### src/design/assert_macros.svh
// Assertion helpers used by the RTL.
`ifndef ASSERT_MACROS_SVH
`define ASSERT_MACROS_SVH

// Same-cycle implication, disabled while reset is low.
`define RFN_CHECK(lbl, clk, rstn, ante, cons) \
    lbl: assert property (@(posedge clk) disable iff (!rstn) (ante) |-> (cons)) \
        else $error("rfn check failed");

// Next-cycle implication, disabled while reset is low.
`define RFN_CHECK_NEXT(lbl, clk, rstn, ante, cons) \
    lbl: assert property (@(posedge clk) disable iff (!rstn) (ante) |=> (cons)) \
        else $error("rfn check failed");

`endif

### src/design/rfn_pkg.sv
package rfn_pkg;

    localparam int COORD_BITS_DEF = 16;
    localparam int FRAC_BITS_DEF  = 16;
    localparam int CHILDREN_DEF   = 4;

    localparam logic [1:0] FUNC_FLAT   = 2'd0;
    localparam logic [1:0] FUNC_PARENT = 2'd1;
    localparam logic [1:0] FUNC_CHILD  = 2'd2;

    typedef enum logic [2:0] {
        S_IDLE,
        S_NRM,
        S_LEN,
        S_BIG,
        S_DIV,
        S_SQRT,
        S_CNT,
        S_EMIT
    } t_state;

endpackage

### src/design/rfn_mul.sv
module rfn_mul #(
    parameter int MB = 2 * rfn_pkg::COORD_BITS_DEF + 4
) (
    input  logic                   i_clk,
    input  logic signed [MB-1:0]   i_a,
    input  logic signed [MB-1:0]   i_b,
    output logic signed [2*MB-1:0] o_p
);
    logic signed [2*MB-1:0] r_p;

    always_ff @(posedge i_clk) begin
        r_p <= i_a * i_b;
    end

    assign o_p = r_p;
endmodule

### config.mk
export PLATFORM = sky130hd
export DESIGN_NAME = rfn_mul
export DESIGN_NICKNAME = d
export VERILOG_FILES = /design/src/design/assert_macros.svh /design/src/design/rfn_pkg.sv /design/src/design/rfn_mul.sv
export SDC_FILE = /design/constraint.sdc
export NUM_CORES = 2
export LEC_CHECK = 0
export BUFFER_PORTS_ARGS = -buffer_cell sky130_fd_sc_hd__buf_2
export CAP_MARGIN = 15
export CORE_UTILIZATION = 24
export CTS_CLUSTER_DIAMETER = 50
export CTS_CLUSTER_SIZE = 16
export DETAILED_ROUTE_END_ITERATION = 12
export GPL_TIMING_DRIVEN = 0
export SYNTH_ARGS = -nofsm -noshare
export SYNTH_HDL_FRONTEND = slang
export SYNTH_SLANG_ARGS = --single-unit
### constraint.sdc
create_clock -name i_clk -period 7.1 [get_ports i_clk]
set_input_delay 0.355 -clock i_clk [delete_from_list [all_inputs] [get_ports i_clk]]
set_output_delay 0.355 -clock i_clk [all_outputs]
set_load 0.01 [all_outputs]
==> impl_metrics.env <==
export IMPL_status="finished, violations left"
export IMPL_violations="negative setup slack"
export IMPL_routed_wl_um=212000
export IMPL_dieHeight_um=447
export IMPL_hold_buffers=0
export IMPL_synth_ff_type="dfxtp_1"
export IMPL_ant_nets=0
export IMPL_fin_nets=7060
export IMPL_yosysWarnings=0
export IMPL_drt_initial_drc_count=3402
export IMPL_grt_first_pass_wirelength_um=299000
export IMPL_post_drt_wl_per_cell_um=26.4
export IMPL_grt_overflow_total=0
export IMPL_drv_slew=0
export IMPL_vias_per_cell=4.63
export IMPL_clk_pin_slew_ns=0.07
export IMPL_cp_max_fo=10
export IMPL_fin_crit_sh=1.07
export IMPL_largest_reg_flops=72
export IMPL_worst_pin_slew_ns=0.844
export IMPL_hold_path_class="primary input to register"
export IMPL_numPortBuffers=94
export IMPL_fmax_ghz=0.131
export IMPL_max_slew_margin=0.437
export IMPL_synth_edf_count=0
export IMPL_ys_seq_elements=72
export IMPL_min_period_ns=7.61
export IMPL_htree_levels=3
export IMPL_worstPathArrival_ns=7.92
export IMPL_antenna_found_initial=37
export IMPL_firstDrtPassIters=5
export IMPL_drc=0
export IMPL_dp_hpwl_um=174000
export IMPL_cts_sinks=72
export IMPL_async_flop_share=0
export IMPL_ios=145
export IMPL_clockRootBuffer="clkbuf_16"
export IMPL_synthToLayoutAreaGrowth_pct=22.6
export IMPL_track_usage=0.215
export IMPL_coreArea_um2=196000
export IMPL_rsz0062_at_grt="true"
export IMPL_initial_core_util=0.242
export IMPL_cts_tree="yes"
export IMPL_seq_area_frac_synth=0.0304
export IMPL_mostFrequentLayoutCell="fa_1"
export IMPL_die_w_um=447
export IMPL_synthTopCellsByArea="fa_1 (58%), inv_1 (11%), and2_1 (7.4%), nand2_1 (6.0%), ha_1 (5.8%)"
export IMPL_syn_area_per_cell_um2=9.29
export IMPL_drive_gt1_frac=0.152
export IMPL_gp_congestion=1.05
export IMPL_critical_path_required_ns=7.41
export IMPL_grt_max_degree=17
export IMPL_yosysTopAreaCellShare=0.582
export IMPL_multi_input_area_um2=41000
export IMPL_finalSetupTns_ns=-8.31
export IMPL_finalSetupViolations=29
export IMPL_die_area_um2=199000
export IMPL_synth_top_area_cell="fa_1"
export IMPL_syn_num_nets=6775
export IMPL_dp_cells=7833
export IMPL_syn_cell_area_um2=47400
export IMPL_stdcell_count=8025
export IMPL_drv_cap=0
export IMPL_cp_start_kind="primary input"
export IMPL_fin_ws_ns=-0.510
export IMPL_grt_pass1_vias=40200
export IMPL_endpoint_kind="register"
export IMPL_via_count=37100
export IMPL_cts_buffer_depth=2
export IMPL_syn_inst=5104
export IMPL_cts_buffers_inserted=9
export IMPL_crit_type="primary input to register"
export IMPL_hold_violations=0
export IMPL_fp_row_count=162
export IMPL_layout_common_cells="fa_1 (1320), inv_1 (1316), nand2_1 (743)"
export IMPL_ys_types=65
export IMPL_fillers=20300
export IMPL_seq_area_um2=1440
[final cells by class]
cell class                 count  share of cell area
sequential                    72              0.0248
multi-input combinational   3395               0.705
timing repair buffer         287              0.0442
tap                         2624              0.0565
clock buffer                   9             0.00387
buffer                       280              0.0769
inverter                    1344              0.0870
clock inverter                 7             0.00136
antenna                        7            0.000301
[metrics by stage]
stage,util,area (um2),hold WS (ns),setup WS (ns)
final,0.297,58100,0.244,-0.510
after global routing,0.297,58100,0.234,-0.575
after CTS,0.292,57100,0.204,-0.413
after detailed placement,0.264,51700,0.748,-3.25
after global placement,0.264,51600,0.751,-3.87
after floorplan,-,47800,0.650,-0.00382
[cells in the mapped netlist, drive strengths merged (2+ instances only)]
library cell and number:
nand4 20, o21ai 46, a21boi 4, a41oi 3, inv 1344, buf 6, o22ai 2, nand3 19
a21o 37, a211oi 8, and2 559, a31oi 9, clkbuf 287, nand2 760, or3 5, a21oi 70
a311oi 3, o21bai 10, ha 219, or2 6, nand2b 12, nor4 2, nor2b 36, o311ai 4
a32oi 2, xnor2 52, nor2 43, o41ai 3, o31ai 4, xor2 28, and3 7, dfxtp 72
and4 2, o211ai 4, o21a 7, o31a 2, fa 1379, nor3 11, nor3b 2
[logic make-up after synthesis]
logic type | after synthesis | synth area share
flops | 72 | 0.0304
xor+xnor | 80 | 0.0148
simple gates | 1487 | 0.154
buf+inv | 1637 | 0.130
mux | 2 | 0.000448
compound gates | 228 | 0.0309
fa+ha+maj | 1598 | 0.640
[path summary, 6_finish.rpt]
kind	startpoint	end	slack [ns]	depth (start not counted)
max	i_a[6]	o_p[68]$_DFF_P_	-0.51	26
min	i_b[0]	o_p[0]$_DFF_P_	0.24	2
[layer usage]
layer / GRT usage / up-vias / part of all wire
met4: 0.136 / 2 / 0.078
met2: 0.344 / 2094 / 0.46
li1: - / 15000 / -
met1: 0.258 / 19500 / 0.36
met5: 0 / - / 0.000052
met3: 0.0540 / 604 / 0.10
[critical path, stage by stage]
cell	delay [ns]
buf_4	0.31
clkbuf_8	0.29
and2_2	0.31
fa_1	0.46
inv_1	0.08
fa_1	0.40
inv_1	0.09
fa_1	0.44
fa_1	0.65
fa_1	0.47
fa_1	0.47
fa_1	0.49
inv_1	0.05
fa_1	0.47
inv_1	0.06
ha_4	0.29
buf_12	0.14
o21a_1	0.10
o31a_1	0.13
o21ai_4	0.25
a31oi_1	0.12
or4b_4	0.65
o211a_4	0.32
o21ai_4	0.21
o41ai_2	0.11
xor2_1	0.17
[repair_timing]
action,in CTS,in global routing
gates resized for setup,885,172
gates cloned,0,3
endpoints found under the hold margin,0,0
buffers inserted,123,56
endpoints found under the setup margin,52,42
pin swaps,99,100
Power is not shown: default switching activity piles up to over one toggle a cycle in this logic, so the estimate is an artifact.
